<file path="src/hw/rtl/tsfa_pkg.sv">
// Package for the triangle strip and fan assembler.
// Holds the word types, mode and register codes and sizing constants; no dependencies.
`default_nettype none

package tsfa_pkg;

  localparam int INDEX_BITS_DEFAULT = 32;
  localparam int FIELD_BITS         = 32;
  localparam int COUNT_BITS         = 16;
  localparam int MODE_BITS          = 2;
  localparam int CFG_INDEX_BITS     = 1;
  localparam int CFG_DATA_BITS      = 16;

  localparam logic [COUNT_BITS-1:0] VPP_RESET = 16'd3;

  typedef enum logic [MODE_BITS-1:0] {
    MODE_LIST  = 2'd0,
    MODE_FAN   = 2'd1,
    MODE_STRIP = 2'd2
  } mode_t;

  typedef enum logic [CFG_INDEX_BITS-1:0] {
    REG_PRIMITIVE_MODE         = 1'd0,
    REG_VERTICES_PER_PRIMITIVE = 1'd1
  } cfg_reg_t;

  typedef struct packed {
    logic [FIELD_BITS-1:0] vertex_index;
    logic                  end_of_draw;
  } in_word_t;

  typedef struct packed {
    logic [FIELD_BITS-1:0] corner_a;
    logic [FIELD_BITS-1:0] corner_b;
    logic [FIELD_BITS-1:0] corner_c;
    logic                  closes_primitive;
  } out_word_t;

  // Settings handed from the register file to the assembly core.
  typedef struct packed {
    logic [MODE_BITS-1:0]  primitive_mode;
    logic [COUNT_BITS-1:0] vertices_per_primitive;
  } cfg_t;

endpackage

`default_nettype wire

</file>
<file path="src/hw/rtl/triangle_strip_fan_assembler.sv">
// A triangle is registered into the result queue when the vertex word that completes it is taken.
// Throughput: one vertex word per cycle; the two-entry result queue keeps input flowing
//   while one triangle waits, and input stalls only when both queue entries are occupied.
// Reset (synchronous, active low) clears the mode to list, the primitive size to three,
//   the vertex history and position counter to zero, and empties the result queue.
`default_nettype none

module triangle_strip_fan_assembler #(
  parameter int INDEX_BITS = tsfa_pkg::INDEX_BITS_DEFAULT
) (
  input  wire logic                                 clk,
  input  wire logic                                 rst_n,
  input  wire logic                                 in_valid,
  output logic                                      in_stall,
  input  wire tsfa_pkg::in_word_t                   in_word,
  output logic                                      out_valid,
  input  wire logic                                 out_stall,
  output tsfa_pkg::out_word_t                       out_word,
  input  wire logic                                 cfg_we,
  input  wire logic [tsfa_pkg::CFG_INDEX_BITS-1:0]  cfg_index,
  input  wire logic [tsfa_pkg::CFG_DATA_BITS-1:0]   cfg_data
);

  // Configuration registers. The user must write them only while the block is idle;
  // the block does not enforce this. The core uses them directly, without shadowing.
  logic [tsfa_pkg::MODE_BITS-1:0]  mode_r, mode_nxt;
  logic [tsfa_pkg::COUNT_BITS-1:0] vpp_r, vpp_nxt;
  tsfa_pkg::cfg_t                  cfg;

  logic                            accept;
  logic                            emit;
  logic                            queue_full;
  tsfa_pkg::out_word_t             tri_word;

  always_comb begin
    mode_nxt = mode_r;
    vpp_nxt  = vpp_r;
    if (cfg_we) begin
      case (cfg_index)
        tsfa_pkg::REG_PRIMITIVE_MODE: begin
          mode_nxt = cfg_data[tsfa_pkg::MODE_BITS-1:0];
        end
        tsfa_pkg::REG_VERTICES_PER_PRIMITIVE: begin
          vpp_nxt = cfg_data[tsfa_pkg::COUNT_BITS-1:0];
        end
        default: begin
          mode_nxt = mode_r;
        end
      endcase
    end
  end

  always_ff @(posedge clk) begin
    if (!rst_n) begin
      mode_r <= tsfa_pkg::MODE_LIST;
      vpp_r  <= tsfa_pkg::VPP_RESET;
    end else begin
      mode_r <= mode_nxt;
      vpp_r  <= vpp_nxt;
    end
  end

  assign cfg.primitive_mode         = mode_r;
  assign cfg.vertices_per_primitive = vpp_r;

  // The stall depends only on queue occupancy, never on the output side this cycle.
  // Every accepted word can produce at most one triangle, so a free entry is enough.
  assign in_stall = queue_full;
  assign accept   = in_valid && !in_stall;

  // The core turns each accepted vertex word into zero or one triangle and
  // updates its vertex history in the same cycle.
  tsfa_core #(
    .INDEX_BITS (INDEX_BITS)
  ) u_core (
    .clk      (clk),
    .rst_n    (rst_n),
    .accept   (accept),
    .in_word  (in_word),
    .cfg      (cfg),
    .emit     (emit),
    .tri_word (tri_word)
  );

  // Triangles are registered into the queue, which drives the output channel.
  tsfa_out_queue u_out_queue (
    .clk       (clk),
    .rst_n     (rst_n),
    .push      (accept && emit),
    .push_word (tri_word),
    .full      (queue_full),
    .out_valid (out_valid),
    .out_stall (out_stall),
    .out_word  (out_word)
  );

endmodule

`default_nettype wire

</file>
<file path="src/hw/rtl/tsfa_core.sv">
// Assembly core: vertex history, position counter and triangle selection.
// Depends on tsfa_pkg for word types and mode codes.
`default_nettype none

module tsfa_core #(
  parameter int INDEX_BITS = tsfa_pkg::INDEX_BITS_DEFAULT
) (
  input  wire logic                clk,
  input  wire logic                rst_n,
  input  wire logic                accept,
  input  wire tsfa_pkg::in_word_t  in_word,
  input  wire tsfa_pkg::cfg_t      cfg,
  output logic                     emit,
  output tsfa_pkg::out_word_t      tri_word
);

  logic [INDEX_BITS-1:0]           anchor_r, anchor_nxt;
  logic [INDEX_BITS-1:0]           older_r, older_nxt;
  logic [INDEX_BITS-1:0]           newer_r, newer_nxt;
  logic [tsfa_pkg::COUNT_BITS-1:0] pos_r, pos_nxt;
  logic [1:0]                      mod3_r, mod3_nxt;

  logic [INDEX_BITS-1:0]           vtx;
  logic [tsfa_pkg::COUNT_BITS-1:0] count;
  logic [tsfa_pkg::COUNT_BITS:0]   pos_inc;
  logic                            last;
  logic [INDEX_BITS-1:0]           ca, cb, cc;

  assign vtx     = in_word.vertex_index[INDEX_BITS-1:0];
  assign count   = (cfg.vertices_per_primitive == '0) ? tsfa_pkg::COUNT_BITS'(1)
                                                      : cfg.vertices_per_primitive;
  assign pos_inc = {1'b0, pos_r} + (tsfa_pkg::COUNT_BITS+1)'(1);
  assign last    = in_word.end_of_draw || (pos_inc >= {1'b0, count});

  // Triangle selection. Position modulo three is tracked in its own counter.
  always_comb begin
    emit = 1'b0;
    ca   = older_r;
    cb   = newer_r;
    cc   = vtx;
    case (cfg.primitive_mode)
      tsfa_pkg::MODE_LIST: begin
        emit = (mod3_r == 2'd2);
      end
      tsfa_pkg::MODE_FAN: begin
        emit = (pos_r >= tsfa_pkg::COUNT_BITS'(2));
        ca   = anchor_r;
      end
      tsfa_pkg::MODE_STRIP: begin
        emit = (pos_r >= tsfa_pkg::COUNT_BITS'(2));
        // Odd triangles swap the last two corners to keep the winding.
        if (pos_r[0]) begin
          cb = vtx;
          cc = newer_r;
        end
      end
      default: begin
        emit = 1'b0;
      end
    endcase
  end

  always_comb begin
    tri_word.corner_a         = tsfa_pkg::FIELD_BITS'(ca);
    tri_word.corner_b         = tsfa_pkg::FIELD_BITS'(cb);
    tri_word.corner_c         = tsfa_pkg::FIELD_BITS'(cc);
    tri_word.closes_primitive = last;
  end

  always_comb begin
    anchor_nxt = anchor_r;
    older_nxt  = older_r;
    newer_nxt  = newer_r;
    pos_nxt    = pos_r;
    mod3_nxt   = mod3_r;
    if (accept) begin
      if (pos_r == '0) begin
        anchor_nxt = vtx;
      end
      older_nxt = newer_r;
      newer_nxt = vtx;
      if (last) begin
        pos_nxt  = '0;
        mod3_nxt = 2'd0;
      end else begin
        pos_nxt  = pos_inc[tsfa_pkg::COUNT_BITS-1:0];
        mod3_nxt = (mod3_r == 2'd2) ? 2'd0 : mod3_r + 2'd1;
      end
    end
  end

  always_ff @(posedge clk) begin
    if (!rst_n) begin
      anchor_r <= '0;
      older_r  <= '0;
      newer_r  <= '0;
      pos_r    <= '0;
      mod3_r   <= 2'd0;
    end else begin
      anchor_r <= anchor_nxt;
      older_r  <= older_nxt;
      newer_r  <= newer_nxt;
      pos_r    <= pos_nxt;
      mod3_r   <= mod3_nxt;
    end
  end

endmodule

`default_nettype wire

</file>
<file path="src/hw/rtl/tsfa_out_queue.sv">
// Two-entry result queue that decouples the assembly core from the output stall.
// Depends on tsfa_pkg for the result word type.
`default_nettype none

module tsfa_out_queue (
  input  wire logic                 clk,
  input  wire logic                 rst_n,
  input  wire logic                 push,
  input  wire tsfa_pkg::out_word_t  push_word,
  output logic                      full,
  output logic                      out_valid,
  input  wire logic                 out_stall,
  output tsfa_pkg::out_word_t       out_word
);

  localparam int DEPTH = 2;

  tsfa_pkg::out_word_t mem [DEPTH];
  logic                wr_ptr_r, wr_ptr_nxt;
  logic                rd_ptr_r, rd_ptr_nxt;
  logic [1:0]          count_r, count_nxt;
  logic                pop;

  assign out_valid = (count_r != 2'd0);
  assign full      = (count_r == 2'(DEPTH));
  assign out_word  = mem[rd_ptr_r];
  assign pop       = out_valid && !out_stall;

  always_comb begin
    wr_ptr_nxt = push ? ~wr_ptr_r : wr_ptr_r;
    rd_ptr_nxt = pop ? ~rd_ptr_r : rd_ptr_r;
    count_nxt  = count_r + 2'(push) - 2'(pop);
  end

  always_ff @(posedge clk) begin
    if (push) begin
      mem[wr_ptr_r] <= push_word;
    end
  end

  always_ff @(posedge clk) begin
    if (!rst_n) begin
      wr_ptr_r <= 1'b0;
      rd_ptr_r <= 1'b0;
      count_r  <= 2'd0;
    end else begin
      wr_ptr_r <= wr_ptr_nxt;
      rd_ptr_r <= rd_ptr_nxt;
      count_r  <= count_nxt;
    end
  end

endmodule

`default_nettype wire

</file>
<file path="config.mk">
export PLATFORM = sky130hd
export DESIGN_NAME = triangle_strip_fan_assembler
export DESIGN_NICKNAME = d
export VERILOG_FILES = /design/src/hw/rtl/tsfa_pkg.sv /design/src/hw/rtl/triangle_strip_fan_assembler.sv /design/src/hw/rtl/tsfa_core.sv /design/src/hw/rtl/tsfa_out_queue.sv
export SDC_FILE = /design/constraint.sdc
export NUM_CORES = 1
export LEC_CHECK = 0
export ABC_AREA = 1
export BUFFER_PORTS_ARGS = -buffer_cell sky130_fd_sc_hd__buf_2
export CAP_MARGIN = 30
export CORE_AREA = 2 2 191 193
export CTS_BUF_LIST = sky130_fd_sc_hd__clkbuf_4
export DETAILED_ROUTE_END_ITERATION = 12
export DIE_AREA = 0 0 193 195
export HOLD_SLACK_MARGIN = 0.06
export PLACE_DENSITY = 0.65
export SETUP_SLACK_MARGIN = 0.15
export SLEW_MARGIN = 5
export SYNTH_ARGS = -nofsm -noshare
export SYNTH_HDL_FRONTEND = slang
export SYNTH_HIERARCHICAL = 1
export SYNTH_SLANG_ARGS = --single-unit
export TNS_END_PERCENT = 100
</file>
<file path="constraint.sdc">
create_clock -name clk -period 7.5 [get_ports clk]
set_clock_uncertainty 0.1 [all_clocks]
set_input_delay 2.25 -clock clk [delete_from_list [all_inputs] [get_ports clk]]
set_output_delay 2.25 -clock clk [all_outputs]
set_load 0.01 [all_outputs]
</file>
==> results.py, run 1 <==
metrics = {
    "outcome": {
        "status": "completed",
    },
    "pwr": {
        "leakage_nw": 6.74,
        "combPwrFrac_pct": 14.7,
        "netSwitchingFraction_pct": 26.3,
        "switching_power_mw": 1.13,
        "finalPower_mw": 4.28,
        "power_density_nw_per_um2": 260,
        "seqPwrFrac_pct": 49.1,
        "p_clk_share_pct": 36.3,
        "ir_drop_v": 0.0000979,
        "intPower_mw": 3.15,
    },
    "die": {
        "num_rows": 69,
        "start_util_pct": 39.9,
        "core_area_um2": 35400,
        "fp.dieArea_um2": 37600,
        "die_w_um": 193,
        "boundaryPins": 154,
        "die_h_um": 195,
    },
    "sta": {
        "period_share_pct": 64.0,
        "timing.hold.ws_ns": 0.352,
        "slew_viol_final": 0,
        "min_period_ns": 4.80,
        "setup_viol": 0,
        "max_freq_ghz": 0.208,
        "setup_tns_ns": 0,
        "tightest_slew_ns": 0.942,
        "rsz0062_at_grt": "no",
        "max-slew-margin-rel_pct": 37.2,
        "hold_violations": 0,
    },
    "detailed_routing": {
        "routed_wl_um": 30500,
        "drt_iter0_drc": 562,
        "ant_nets": 0,
        "wl_per_cell_um": 14.8,
        "route.vias.total": 9861,
        "dr.pass1.iters": 5,
        "drcViolationCount": 0,
        "routed_via_density": 4.77,
    },
    "synthesis": {
        "netlist_area_um2": 14100,
        "yosysWarnings": 6,
        "synthCells": 1352,
        "yosys.area.top_type": "edfxtp_1",
        "ys_top_cells_by_area": "edfxtp_1 (41%), dfxtp_1 (19%), a21oi_1 (5.5%)",
        "ys_seq_elements": 331,
        "seq_area_frac_synth_pct": 60.6,
        "syn_avg_cell_area_um2": 10.5,
        "syn-num-nets": 1432,
        "yosysTopAreaCellShare_pct": 41.2,
        "ys_types": 35,
    },
    "worst_setup_path": {
        "cp-start-kind": "register",
        "cpPeakStageDelay_ns": 0.64,
        "worst_setup_path_end_kind": "primary output",
        "crit_type": "reg -> out",
        "cp.arrival_ns": 2.45,
        "worstPathCellList": "buf_4 > mux2_2 > buf_2",
        "required_ns": 5.15,
        "slowest_stage": "dfxtp_4",
        "cp_max_fo": 32,
    },
    "place": {
        "post-dp-hpwl_um": 19000,
        "io_buffers": 153,
        "place_congestion": 0.808,
    },
    "min_path": {
        "hold_class": "reg -> reg",
    },
    "finish": {
        "fill_cells": 3368,
        "final_nets": 1613,
        "drive_gt1_share_pct": 26.6,
        "synthToLayoutAreaGrowth_pct": 16.6,
        "finish.utilization_pct": 46.5,
    },
    "global_routing": {
        "antenna_found_initial": 3,
        "grt_usage_pct": 16.3,
        "grt_pass1_wl_um": 48400,
        "grt-ovfl-total": 0,
        "first_global_vias": 9649,
        "grt_start_max_net_pins": 119,
    },
    "clock_tree": {
        "clk_latency_ns": 0.71,
        "clk_path_buf_depth": 3,
        "h-tree-depth": 3,
        "clock_sinks": 331,
        "cts.clk_slew.worst_paths_ns": 0.06,
        "root_buffer": "clkbuf_4",
        "postCtsSetupBuffers": 0,
        "cts_tree": "yes",
        "cts_resized": 0,
        "cts_hold_buf": 0,
        "numCtsBuffers": 85,
    },
    "run": {
        "cap_violations": 0,
    },
}
==> cell usage in the layout (no fill, tap or decap), types with 4 or more instances in the layout <==
| cell type | netlist | final |
|---|---|---|
| nand3_2 | 4 | 4 |
| o21ai_0 | 137 | 137 |
| buf_4 | 2 | 11 |
| ha_1 | 25 | 24 |
| xor2_1 | 7 | 7 |
| a21oi_1 | 156 | 156 |
| nand3_1 | 34 | 34 |
| nand2_1 | 121 | 120 |
| inv_2 | 0 | 4 |
| mux2_4 | 30 | 30 |
| clkbuf_4 | 0 | 136 |
| dfxtp_1 | 137 | 136 |
| buf_2 | 7 | 152 |
| buf_16 | 0 | 4 |
| o21ai_1 | 8 | 8 |
| clkinv_1 | 1 | 17 |
| edfxtp_1 | 194 | 194 |
| nor3_1 | 8 | 8 |
| nor4_1 | 4 | 4 |
| nor2_1 | 194 | 192 |
| mux2_2 | 67 | 67 |
| inv_1 | 137 | 135 |
==> synthesized netlist by cell type, drive strengths merged <==
library cell and count:
nor3b 1, nand3b 1, inv 138, nand2 124, a21oi 156, nor4 5
nor3 9, edfxtp 194, dfxtp 137, o21ai 145, a41o 1, nand4 3
xor2 7, clkbuf 51, ha 25, buf 22, clkinv 1, mux2 97
nand3 38, nor2 197
==> layout make-up <==
cell class	instances	area (µm²)	share of cell area [%]
clock buffer	136	1020	6.20
timing repair buffer	167	953	5.79
sequential	331	8570	52.0
tap	461	577	3.50
antenna	2	5.00	0.0304
clock inverter	22	111	0.676
multi-input combinational	809	4700	28.5
inverter	139	529	3.21
==> power groups by stage <==
stage / Clock (mW) / Sequential, mW / Combinational (mW)
6_report: 1.55 / 2.10 / 0.628
5_1_grt: 1.71 / 2.11 / 0.705
4_1_cts: 1.61 / 2.10 / 0.638
3_5_place_dp: 0 / 2.14 / 0.634
3_3_place_gp: 0 / 2.15 / 0.594
2_1_floorplan: 0 / 2.11 / 0.463
==> logic make-up (layout without fill, tap and decap cells) <==
| logic type | after synthesis | after routing | synth area share, % |
|---|---|---|---|
| AND/OR/NAND/NOR | 378 | 378 | 11.2 |
| flip-flops | 331 | 331 | 60.6 |
| AO/OA/AOI/OAI | 302 | 302 | 10.7 |
| buffers and inverters | 212 | 464 | 6.27 |
| multiplexers | 97 | 97 | 8.53 |
| adder cells (fa/ha/maj) | 25 | 25 | 2.21 |
| XOR/XNOR | 7 | 7 | 0.434 |
| other | 0 | 2 | 0 |
==> metrics by stage <==
stage	cells	setup WS (ns)	instance area (µm²)
after CTS	2063	2.59	16400
after floorplan	1352	1.73	14100
final	2067	2.70	16500
after global routing	2067	2.54	16500
after detailed placement	1905	2.68	15300
after global placement	1903	2.73	15200
==> per-layer routing <==
layer	vias to the layer above	GRT usage, %	wire length [µm]
met2	239	26.2	14300
met4	2	6.06	574
li1	5018	-	-
met3	37	4.19	1960
met1	4565	21.0	13700
met5	-	0	13
==> critical path: cells and delay by family (launching register included) <==
| family | cells | cell delay (ns) |
|---|---|---|
| buffers and inverters | 2 | 0.65 |
| flip-flops | 1 | 0.64 |
| multiplexers | 1 | 0.40 |
==> path summary, 6_finish.rpt <==
| path | slack (ns) | cells past startpoint | from | endpoint |
|---|---|---|---|---|
| max reg2reg | 3.91 | 18 | u_core/pos_r[0]$_SDFFE_PN0P_ | u_out_queue/mem[1][0]$_DFFE_PP_ |
| min | 0.35 | 2 | u_core/anchor_r[15]$_SDFFE_PN0P_ | u_core/anchor_r[15]$_SDFFE_PN0P_ |
| max | 2.70 | 3 | register | out_word[41] |
| min reg2reg | 0.35 | 2 | u_core/anchor_r[15]$_SDFFE_PN0P_ | u_core/anchor_r[15]$_SDFFE_PN0P_ |
==> flip-flops by register name, summed over array words and instances, names as in the netlist, named ones only <==
register	count
u_out_queue/mem	194
u_core/anchor_r	32
u_core/newer_r	32
u_core/older_r	32
u_core/pos_r	16
vpp_r	16
mode_r	2
u_core/mod3_r	2
u_out_queue/count_r	2
u_out_queue/rd_ptr_r	1
u_out_queue/wr_ptr_r	1
Note: power is estimated with default switching activity, not from simulation.
==> inputs of run 2 (changes only) <==
--- a/config.mk
+++ b/config.mk
@@ -13,7 +13,7 @@
 export DETAILED_ROUTE_END_ITERATION = 12
 export DIE_AREA = 0 0 193 195
 export HOLD_SLACK_MARGIN = 0.06
-export PLACE_DENSITY = 0.65
+export PLACE_DENSITY = 0.63
 export SETUP_SLACK_MARGIN = 0.15
 export SLEW_MARGIN = 5
 export SYNTH_ARGS = -nofsm -noshare
==> constraint.sdc (replaced) <==
create_clock -name clk -period 4.9 [get_ports clk]
set_clock_uncertainty 0.1 [all_clocks]
set_input_delay 1.47 -clock clk [delete_from_list [all_inputs] [get_ports clk]]
set_output_delay 1.47 -clock clk [all_outputs]
set_load 0.01 [all_outputs]
==> results.py, run 2 (synthesized netlist as in run 1, its figures left out) <==
metrics = {
    "outcome": {
        "status": "completed",
    },
    "sta": {
        "tightest_slew_ns": 0.949,
        "min_period_ns": 4.02,
        "timing.hold.ws_ns": 0.350,
        "hold_violations": 0,
        "max-slew-margin-rel_pct": 36.8,
        "period_share_pct": 82.1,
        "setup_viol": 0,
        "slew_viol_final": 0,
        "max_freq_ghz": 0.249,
        "rsz0062_at_grt": "no",
        "setup_tns_ns": 0,
    },
    "clock_tree": {
        "numCtsBuffers": 88,
        "cts_tree": "yes",
        "h-tree-depth": 3,
        "clk_latency_ns": 0.72,
        "clk_path_buf_depth": 3,
        "postCtsSetupBuffers": 0,
        "clock_sinks": 331,
        "cts_resized": 0,
        "cts_hold_buf": 0,
        "root_buffer": "clkbuf_4",
        "cts.clk_slew.worst_paths_ns": 0.06,
    },
    "die": {
        "die_w_um": 193,
        "num_rows": 69,
        "core_area_um2": 35400,
        "die_h_um": 195,
        "fp.dieArea_um2": 37600,
        "boundaryPins": 154,
        "start_util_pct": 39.9,
    },
    "finish": {
        "final_nets": 1616,
        "synthToLayoutAreaGrowth_pct": 17.0,
        "regMostFlops": "u_out_queue/mem",
        "stdcell_area_um2": 16500,
        "most-common-layout-cells": "edfxtp_1 (194), nor2_1 (192), a21oi_1 (156)",
        "layout.cells.most_common": "edfxtp_1",
        "largest_reg_flops": 194,
        "drive_gt1_share_pct": 27.4,
    },
    "worst_setup_path": {
        "cp.arrival_ns": 2.45,
        "reg2reg_to": "u_out_queue/mem[1][0]$_DFFE_PP_",
        "ff2ff_path_depth": 16,
        "cp-start-kind": "register",
        "worst_setup_path_end_kind": "primary output",
        "r2r_slack_ns": 1.49,
        "crit_type": "reg -> out",
        "cp_max_fo": 42,
        "reg2reg_from": "u_core/pos_r[0]$_SDFFE_PN0P_",
        "required_ns": 3.33,
    },
    "pwr": {
        "finalPower_mw": 6.70,
        "power_density_nw_per_um2": 406,
        "leakage_nw": 6.78,
        "ir_drop_v": 0.000225,
    },
    "detailed_routing": {
        "drcViolationCount": 0,
        "route.vias.total": 9972,
        "routed_via_density": 4.81,
        "routed_wl_um": 30300,
        "ant_nets": 0,
        "dr.pass1.iters": 5,
        "wl_per_cell_um": 14.6,
        "drt_iter0_drc": 599,
    },
    "min_path": {
        "whs_path_depth": 2,
        "min_from": "u_core/anchor_r[25]$_SDFFE_PN0P_",
        "hold_class": "reg -> reg",
        "hold_end": "u_core/anchor_r[25]$_SDFFE_PN0P_",
    },
    "global_routing": {
        "first_global_vias": 9842,
        "grt-ovfl-total": 0,
        "grt_pass1_wl_um": 49100,
        "grt_usage_pct": 16.5,
        "antenna_found_initial": 4,
        "grt_start_max_net_pins": 98,
    },
    "place": {
        "place_congestion": 0.857,
        "io_buffers": 153,
        "placed_cell_area_um2": 15300,
        "post-dp-hpwl_um": 18900,
    },
    "run": {
        "cap_violations": 0,
    },
}
run 2: changes by cell type in the layout (fill, tap and decap cells not counted):
| cell | delta |
|---|---|
| buf_16 | -4 |
| clkinv_1 | -9 |
| buf_12 | +4 |
| clkinvlp_4 | +2 |
| clkbuf_4 | +14 |
run 2: layer usage:
layer | global-route usage (%) | up-vias | wire [µm]
li1 | - | 5036 | -
met1 | 21.1 | 4638 | 13600
met2 | 26.3 | 255 | 14300
met3 | 4.42 | 41 | 1910
met4 | 6.71 | 2 | 571
met5 | 0 | - | 13
run 2: worst max-delay path: stages (launching register included):
cell and delay, ns:
dfxtp_4 0.80, buf_4 0.40, mux2_2 0.38, buf_2 0.14
run 2: area by class of cell:
| type | count | area, µm² |
|---|---|---|
| inverters | 139 | 529 |
| well taps | 461 | 577 |
| clock inverters | 15 | 92.6 |
| flip-flops and latches | 331 | 8570 |
| multi-input cells | 809 | 4700 |
| repair buffers | 167 | 923 |
| clock buffers | 150 | 1130 |
| fillers | 3327 | 18900 |
| diodes | 2 | 5.00 |
run 2: how the worst max path moves through the flow:
stage                                           end  depth (start not counted)
floorplan           u_out_queue/mem[1][0]$_DFFE_PP_                          4
global placement    u_out_queue/mem[0][0]$_DFFE_PP_                         14
detailed placement  u_out_queue/mem[1][0]$_DFFE_PP_                         16
CTS                                    out_word[18]                          3
global route                           out_word[21]                          3
finish                                 out_word[18]                          3
run 2: power by group:
part	leakage, nW	internal [mW]	switching [mW]
combinational	3.15	0.398	0.551
clock	0.736	1.43	1.10
sequential	2.89	3.11	0.110
total	6.78	4.94	1.77
run 2: metrics by stage:
stage,utilization [%],worst slack (ns),cells
after floorplan,-,0.501,1352
after global placement,43.2,1.55,1906
after detailed placement,43.2,1.51,1907
after CTS,46.7,0.736,2072
after global routing,46.7,0.698,2074
final,46.7,0.878,2074
